File: src/hw/rtl/bmpc_pkg.sv
// ----------------------------------------------------------------------------
// bmpc_pkg
// Shared types, step codes and helpers for the barometric compensation block.
// ----------------------------------------------------------------------------
package bmpc_pkg;

   localparam int TRIM_W = 48;
   localparam int ADC_W  = 20;
   localparam int RES_W  = 19;

   localparam logic [2:0] CSR_TEMP_TRIM    = 3'd0;
   localparam logic [2:0] CSR_PRESS_TRIM_A = 3'd1;
   localparam logic [2:0] CSR_PRESS_TRIM_B = 3'd2;
   localparam logic [2:0] CSR_PRESS_TRIM_C = 3'd3;

   localparam logic [RES_W-1:0] OUT_MIN = 19'h78000;   // -32768
   localparam logic [RES_W-1:0] OUT_MAX = 19'h3FFFF;   // 262143

   typedef enum logic [4:0] {
      T_A, T_M1, T_M2, T_S, T_M3, T_F, T_R,
      P_A, P_M1, P_M2, P_M3, P_S1, P_M4, P_M5, P_S2, P_M6, P_S3, P_CHK,
      P_M7, P_DIV, P_S4, P_M8, P_M9, P_M10, P_S5, P_S6, P_S7, P_S8
   } step_type;

   typedef enum logic [2:0] {
      KIND_ALU, KIND_LAST, KIND_MUL, KIND_DIV, KIND_CHK
   } kind_type;

   typedef struct packed {
      logic     load;
      logic     issue;
      logic     retire;
      logic     publish;
      step_type step;
   } cmd_type;

   typedef struct packed {
      logic mul_done;
      logic div_done;
      logic den_zero;
   } status_type;

   function automatic kind_type step_kind(step_type s);
      kind_type k;
      case (s)
         T_M1, T_M2, T_M3, P_M1, P_M2, P_M3, P_M4, P_M5, P_M6, P_M7,
         P_M8, P_M9, P_M10: k = KIND_MUL;
         P_DIV:             k = KIND_DIV;
         P_CHK:             k = KIND_CHK;
         T_R, P_S8:         k = KIND_LAST;
         default:           k = KIND_ALU;
      endcase
      return k;
   endfunction

   function automatic logic [63:0] sx16(logic [15:0] x);
      return {{48{x[15]}}, x};
   endfunction

   function automatic logic [63:0] sx32(logic [31:0] x);
      return {{32{x[31]}}, x};
   endfunction

   function automatic logic [31:0] asr32(logic [31:0] x, logic [5:0] s);
      return 32'($signed(x) >>> s);
   endfunction

   function automatic logic [63:0] asr64(logic [63:0] x, logic [5:0] s);
      return 64'($signed(x) >>> s);
   endfunction

   function automatic logic [RES_W-1:0] saturate(logic [63:0] v);
      logic [RES_W-1:0] r;
      if (v[63] && ($signed(v) < -64'sd32768))
         r = OUT_MIN;
      else if (!v[63] && (v > 64'd262143))
         r = OUT_MAX;
      else
         r = v[RES_W-1:0];
      return r;
   endfunction

endpackage

File: src/hw/rtl/bmpc_ctrl.sv
// ----------------------------------------------------------------------------
// bmpc_ctrl
// Step sequencer: walks the compensation steps and runs the handshakes.
// ----------------------------------------------------------------------------
module bmpc_ctrl
   import bmpc_pkg::*;
(
   input  logic       clock,
   input  logic       reset,
   input  logic       req_valid,
   output logic       req_ready,
   input  logic       req_operation,
   output logic       rsp_valid,
   input  logic       rsp_ready,
   output cmd_type    cmd,
   input  status_type status
);

   typedef enum logic [3:0] {
      S_IDLE  = 4'b0001,
      S_ISSUE = 4'b0010,
      S_WAIT  = 4'b0100,
      S_DONE  = 4'b1000
   } state_type;

   state_type state_ff, state_in;
   step_type  pc_ff, pc_in;
   logic      rsp_valid_ff, rsp_valid_in;
   kind_type  kind;

   assign kind = step_kind(pc_ff);

   always_comb begin
      state_in     = state_ff;
      pc_in        = pc_ff;
      rsp_valid_in = rsp_valid_ff;
      cmd.load     = 1'b0;
      cmd.issue    = 1'b0;
      cmd.retire   = 1'b0;
      cmd.publish  = 1'b0;
      cmd.step     = pc_ff;
      if (rsp_valid_ff && rsp_ready)
         rsp_valid_in = 1'b0;
      case (state_ff)
         S_IDLE: begin
            if (req_valid) begin
               cmd.load = 1'b1;
               pc_in    = req_operation ? P_A : T_A;
               state_in = S_ISSUE;
            end
         end
         S_ISSUE: begin
            cmd.issue = 1'b1;
            case (kind)
               KIND_MUL, KIND_DIV: state_in = S_WAIT;
               KIND_LAST:          state_in = S_DONE;
               KIND_CHK: begin
                  if (status.den_zero)
                     state_in = S_DONE;
                  else
                     pc_in = step_type'(pc_ff + 5'd1);
               end
               default: pc_in = step_type'(pc_ff + 5'd1);
            endcase
         end
         S_WAIT: begin
            if ((kind == KIND_MUL && status.mul_done) ||
                (kind == KIND_DIV && status.div_done)) begin
               cmd.retire = 1'b1;
               pc_in      = step_type'(pc_ff + 5'd1);
               state_in   = S_ISSUE;
            end
         end
         S_DONE: begin
            // hold the finished value until the output register is free
            if (!rsp_valid_ff || rsp_ready) begin
               cmd.publish  = 1'b1;
               rsp_valid_in = 1'b1;
               state_in     = S_IDLE;
            end
         end
         default: state_in = S_IDLE;
      endcase
   end

   always_ff @(posedge clock) begin
      if (reset) begin
         state_ff     <= S_IDLE;
         pc_ff        <= T_A;
         rsp_valid_ff <= 1'b0;
      end else begin
         state_ff     <= state_in;
         pc_ff        <= pc_in;
         rsp_valid_ff <= rsp_valid_in;
      end
   end

   assign req_ready = (state_ff == S_IDLE);
   assign rsp_valid = rsp_valid_ff;

endmodule

File: config.mk
export PLATFORM = sky130hd
export DESIGN_NAME = bmpc_ctrl
export DESIGN_NICKNAME = d
export VERILOG_FILES = /design/src/hw/rtl/bmpc_pkg.sv /design/src/hw/rtl/bmpc_ctrl.sv
export SDC_FILE = /design/constraint.sdc
export NUM_CORES = 1
export LEC_CHECK = 0
export BUFFER_PORTS_ARGS = -buffer_cell sky130_fd_sc_hd__buf_4
export CAP_MARGIN = 20
export CORE_ASPECT_RATIO = 1.5
export CORE_MARGIN = 1.5
export CORE_UTILIZATION = 40
export DETAILED_ROUTE_END_ITERATION = 6
export GPL_TIMING_DRIVEN = 0
export PLACE_DENSITY = 0.61
export SETUP_SLACK_MARGIN = 0.05
export SLEW_MARGIN = 20
export SYNTH_ARGS = -nofsm -noshare
export SYNTH_HDL_FRONTEND = slang
export SYNTH_SLANG_ARGS = --single-unit
File: constraint.sdc
create_clock -name clock -period 2.4 [get_ports clock]
set_input_delay 0.24 -clock clock [delete_from_list [all_inputs] [get_ports clock]]
set_output_delay 0.24 -clock clock [all_outputs]
set_load 0.01 [all_outputs]
==> Yosys cells after proc, flatten, opt, wreduce, memory -nomap -nowiden <==
Memory sizes are Yosys's and may differ from the RTL's. A register that Yosys moved wholly into a read port is not among the register bits.
Cells that the tools add are included.
{ "word_totals": {"latchBits": 0, "romBits": 96, "elab_cells": 55, "out_inout_bits": 11, "ram_bits": 0, "n_memories": 1, "input_bits": 8, "regBits": 10} }
{ "memory_table": {"columns": ["memory", "words", "width", "rd", "rd_ports_with_merged_regs", "write_ports", "line_no", "rtl"], "rows": [
  ["(name not given)", 32, 3, 1, 1, 0, "bmpc_pkg.sv:45", "case (s)"]
]} }
{ "classes": {"addsub": 1, "n_eq_ne": 15, "div": 0, "shift": 0, "n_mul": 0, "reduce_logical": 11, "bitwise_logic": 0, "magnitude_cmp": 0, "muxes": 24} }
{ "op_table": {"columns": ["op", "n"], "rows": [
  ["$mux 5", 5],
  ["$mux 4", 4],
  ["$pmux 4 s4", 1],
  ["$pmux 5 s3", 1],
  ["$pmux 4 s3", 1],
  ["$mux 1", 10],
  ["$pmux 5 s2", 1],
  ["$reduce_and 5->1", 2],
  ["$ne 2x2->1 const B", 4],
  ["$eq 3x2->1 const B", 2],
  ["$ne 3x3->1 const B", 2],
  ["$add 5x1->5 const B", 1],
  ["$eq 4x1->1 const B", 1],
  ["$eq 4x2->1 const B", 1],
  ["$eq 4x3->1 const B", 1],
  ["$eq 4x4->1 const B", 1],
  ["$ne 4x1->1 const B", 1],
  ["$eq 3x1->1 const B", 1],
  ["$eq 3x3->1 const B", 1],
  ["$logic_and 1x1->1", 3],
  ["$mux 3", 1],
  ["$reduce_bool 3->1", 1],
  ["$reduce_or 3->1", 1],
  ["$logic_or 1x1->1", 2],
  ["2 further kinds", 2]
]} }

==> Longest topological paths before layout <==
{ "logic_depth": {"word_depth": 7, "mapped_depth": 11, "mapped_depth_nobuf": 10} }

==> Worst setup path before layout <==
No wires, ideal clock.
{ "synth_path": {"kind": "flip-flop to flip-flop", "startpoint": "reg state_ff[2]", "endpoint": "reg kind[1] (netlist name)", "setup_time_ns": 0.131, "path_slack_ns": -0.055, "arrival_ns": 2.324, "path_stages_with_launch": 12, "period_less_slack_ns": 2.455, "cell_sequence": "dfxtp_1 -> buf_6 -> nor4b_4 -> a32oi_2 -> nor3_1 -> nand3_1 -> a21oi_2 -> inv_1 -> ha_1 -> inv_1 -> mux2i_1 -> o211ai_1"} }
{ "synth_via": {"elab_chain_len": 5} }
{ "synth_rtl": {"columns": ["element", "line_no", "rtl"], "rows": [
  ["from (decl)", "bmpc_ctrl.sv:26", "state_type state_ff, state_in;"],
  ["from (signal assigned)", "bmpc_ctrl.sv:92", "state_ff <= state_in;"],
  ["$eq 4x2->1 (tied with other cells)", "bmpc_ctrl.sv:44", "case (state_ff)"],
  ["$ne 3x3->1 (no line) (tied with other cells)", null, null],
  ["$reduce_and 5->1 (no line)", null, null],
  ["$mux 5 (no line) * (2 in series)", null, null]
]} }
Mark *: on every way between the ends. The rest lies on a longest branch, timed or not.
A chain may end at the register's enable or synchronous reset.

==> Worst setup path after layout <==
{ "layout_path": {"startpoint": "reg state_ff[2]", "endpoint": "reg kind[1] (netlist name)"} }
{ "layout_via": {"elab_chain_len": 5} }
{ "layout_rtl": {"columns": ["element", "line_no"], "rows": [
  ["$eq 4x2->1 (tied with other cells)", "bmpc_ctrl.sv:44"],
  ["$ne 3x3->1 (no line) (tied with other cells)", null],
  ["$reduce_and 5->1 (no line)", null],
  ["$mux 5 (no line) * (2 in series)", null]
]} }
Marks and branches as above.

==> impl_metrics.ini <==
[outcome]
outcome = complete, but fails checks
failed_checks = negative setup slack

[routing]
post_drt_wl_per_cell_um = 14.3
detailroute.via_count = 1001
detail_route.drc_violations = 0
vias_per_cell = 5.79
detailedRoute.firstIterationViolations = 22
dr.pass1.iters = 4
total_wirelength_of_the_detailed_routed_design_um = 2470
drtAntennaViolNets = 0

[clock_network]
cts_tree = yes
numCtsBuffers = 3
max_h_tree_level = 1
max-clock-path-buffers = 2
worst_skew_pair.late_latency_ns = 0.28
cts.sink_count = 13
hold_buffers = 0
clock_root_buffer = clkbuf_4
clkTransAtPathRegs_ns = 0.08

[synthesis]
synth_area_leader_cell = dfxtp_1
postSynthCellCount = 119
postSynth.topFlopCell = dfxtp_1
postSynthAreaPerCell_um2 = 8.80
synth_common_cells = dfxtp_1, inv_1, nor2_1, nand3_1
synthTopCellsByArea = dfxtp_1, ha_1, inv_1, nand3_1, a32o_2
synth_seq_area_share = 0.249
synth_async_sr_flop_share = 0
synthMostInstantiatedCell = dfxtp_1
flops_latches_synth = 13
syn_area_mm2 = 0.00105
synth-edff-count = 0
synthDominantCellAreaShare = 0.249
synthDistinctLibCells = 47
synth_fp_nets = 132
synthesis.yosys.warnings = 0

[placement]
final_weighted_congestion_in_routability_driven_placement = 0.866
dpl-instance-area_mm2 = 0.00122
port_buffers = 18
detailedPlacementHpwl_um = 1910

[min_path]
holdCritPathClass = in2reg

[final_layout]
drive_gt1_frac = 0.356
finish.instance_area_mm2 = 0.00136
final_standard_cell_utilization_of_the_core = 0.549
design.final.nets = 163
area_delta_synth_final_pct = 30.0
antennaDiodeCount = 0

[flow_run]
max_cap_viol_count = 0

[global_route]
grt_pass1_vias = 1001
antenna_violations_before_repair = 0
global_route_wire_length_before_repair_um = 4310
total_congestion_overflow_after_global_routing = 0
pin_count_of_the_biggest_net_entering_global_routing = 11
overall_global_routing_resource_usage = 0.198

[floorplan]
die_w_um = 44.8
io_pins = 19
design.die.area_mm2 = 0.00294
die_h_um = 65.7
num_rows = 22
floorplan.initialDensity = 0.423
core_region_area_mm2 = 0.00248

[setup_path]
end_kind = register
worst_ep_required_time_ns = 2.56
criticalPathCategory = reg2reg
timing.critical_path.from_type = register
cp_data_arrival_time_ns = 2.57
critical_path_peak_fanout = 10

[power_and_ir_drop]
finalPower_mw = 1.30
power.density_cell_area_mw_per_mm2 = 958
power.ir.vdd_worst_v = 0.000484
power.leakage_nw = 0.546

[sta]
worst_max_slew_margin_expressed_relative_to_the_limit = 0.678
final_min_period_over_clock_period = 1.01
maxClockFrequency_ghz = 0.413
setup_ws_ns = -0.0187
maxSlewViolCount = 0
setup-violations-final = 1
worst_clock_skew_ns = 0.00547
timing_hold_violations_final = 0
worst-slew-pin-transition_ns = 0.482
post-route-min-period_ns = 2.42
grt_setup_unrepaired = yes
registers in the layout (all words and copies together) (netlist names):
register   flops
pc_ff          5
state_ff       4
rsp_valid      1
kind           3
worst max-delay path, stage by stage (launching register included):
cell	delay [ns]
dfxtp_1	0.31
buf_6	0.14
nor4b_4	0.25
buf_4	0.18
a32oi_4	0.16
nor3_4	0.22
nand3_1	0.16
a21oi_2	0.24
inv_1	0.09
ha_1	0.28
inv_1	0.04
mux2i_1	0.13
o211ai_1	0.10
metrics by stage:
stage                     setup WS [ns]  hold slack, ns  std cells  setup TNS (ns)
after floorplan                  0.0267           0.436        119               0
after CTS                       -0.0241           0.259        172         -0.0241
after global routing             -0.201           0.272        173          -0.264
final                           -0.0187           0.257        173         -0.0187
after detailed placement         -0.276           0.502        161          -0.407
after global placement           -0.268           0.496        161          -0.407
cell usage in the layout, fill, tap and decap left out, types with 4 or more instances in the layout:
master	instances
buf_4	27
dfxtp_1	12
inv_1	10
nor2_1	8
nand3_1	7
a21oi_1	5
ha_1	5
nand2_1	4
kinds of logic after synthesis:
group,share of synthesized area
AND/OR/NAND/NOR,0.278
adder cells (fa/ha/maj),0.0597
flip-flops,0.249
AO/OA/AOI/OAI,0.277
XOR/XNOR,0.0418
multiplexers,0.0334
buffers and inverters,0.0609
final timing paths:
| path | from | end | slack [ns] | cells after the start |
|---|---|---|---|---|
| max | state_ff[2] | kind[1] | -0.02 | 12 |
| min | rsp_ready | rsp_valid | 0.26 | 3 |
| max reg2reg | state_ff[2] | kind[1] | -0.02 | 12 |
| min reg2reg | rsp_valid | rsp_valid | 0.51 | 2 |
layout make-up:
cell class,instances,area (um2)
Fill cell,243,1120
Multi-Input combinational cell,92,776
Sequential cell,13,262
Timing Repair Buffer,26,195
Inverter,10,37.5
Buffer,4,35.0
Tap cell,24,30.0
Clock buffer,4,26.3
per-layer routing:
metal | routed length [um] | part of all wire | GRT usage | vias up
met5 | 0 | 0 | 0 | -
met4 | 48 | 0.019 | 0.0919 | 0
met3 | 98 | 0.040 | 0.0385 | 4
met2 | 1340 | 0.54 | 0.351 | 20
met1 | 981 | 0.40 | 0.216 | 471
li1 | - | - | - | 506
report_power, final:
| part | leakage (nW) | internal, mW | switching, mW |
|---|---|---|---|
| Sequential | 0.107 | 0.266 | 0.0542 |
| Clock | 0.0150 | 0.0645 | 0.0747 |
| Combinational | 0.424 | 0.371 | 0.474 |
what timing repair did:
item                                    in CTS  in global routing
pin swaps                                    5                  1
endpoints found under the setup margin       2                  3
gates resized for setup                      7                  2
buffers inserted                             7                  1
(Power assumes the default switching activity.)
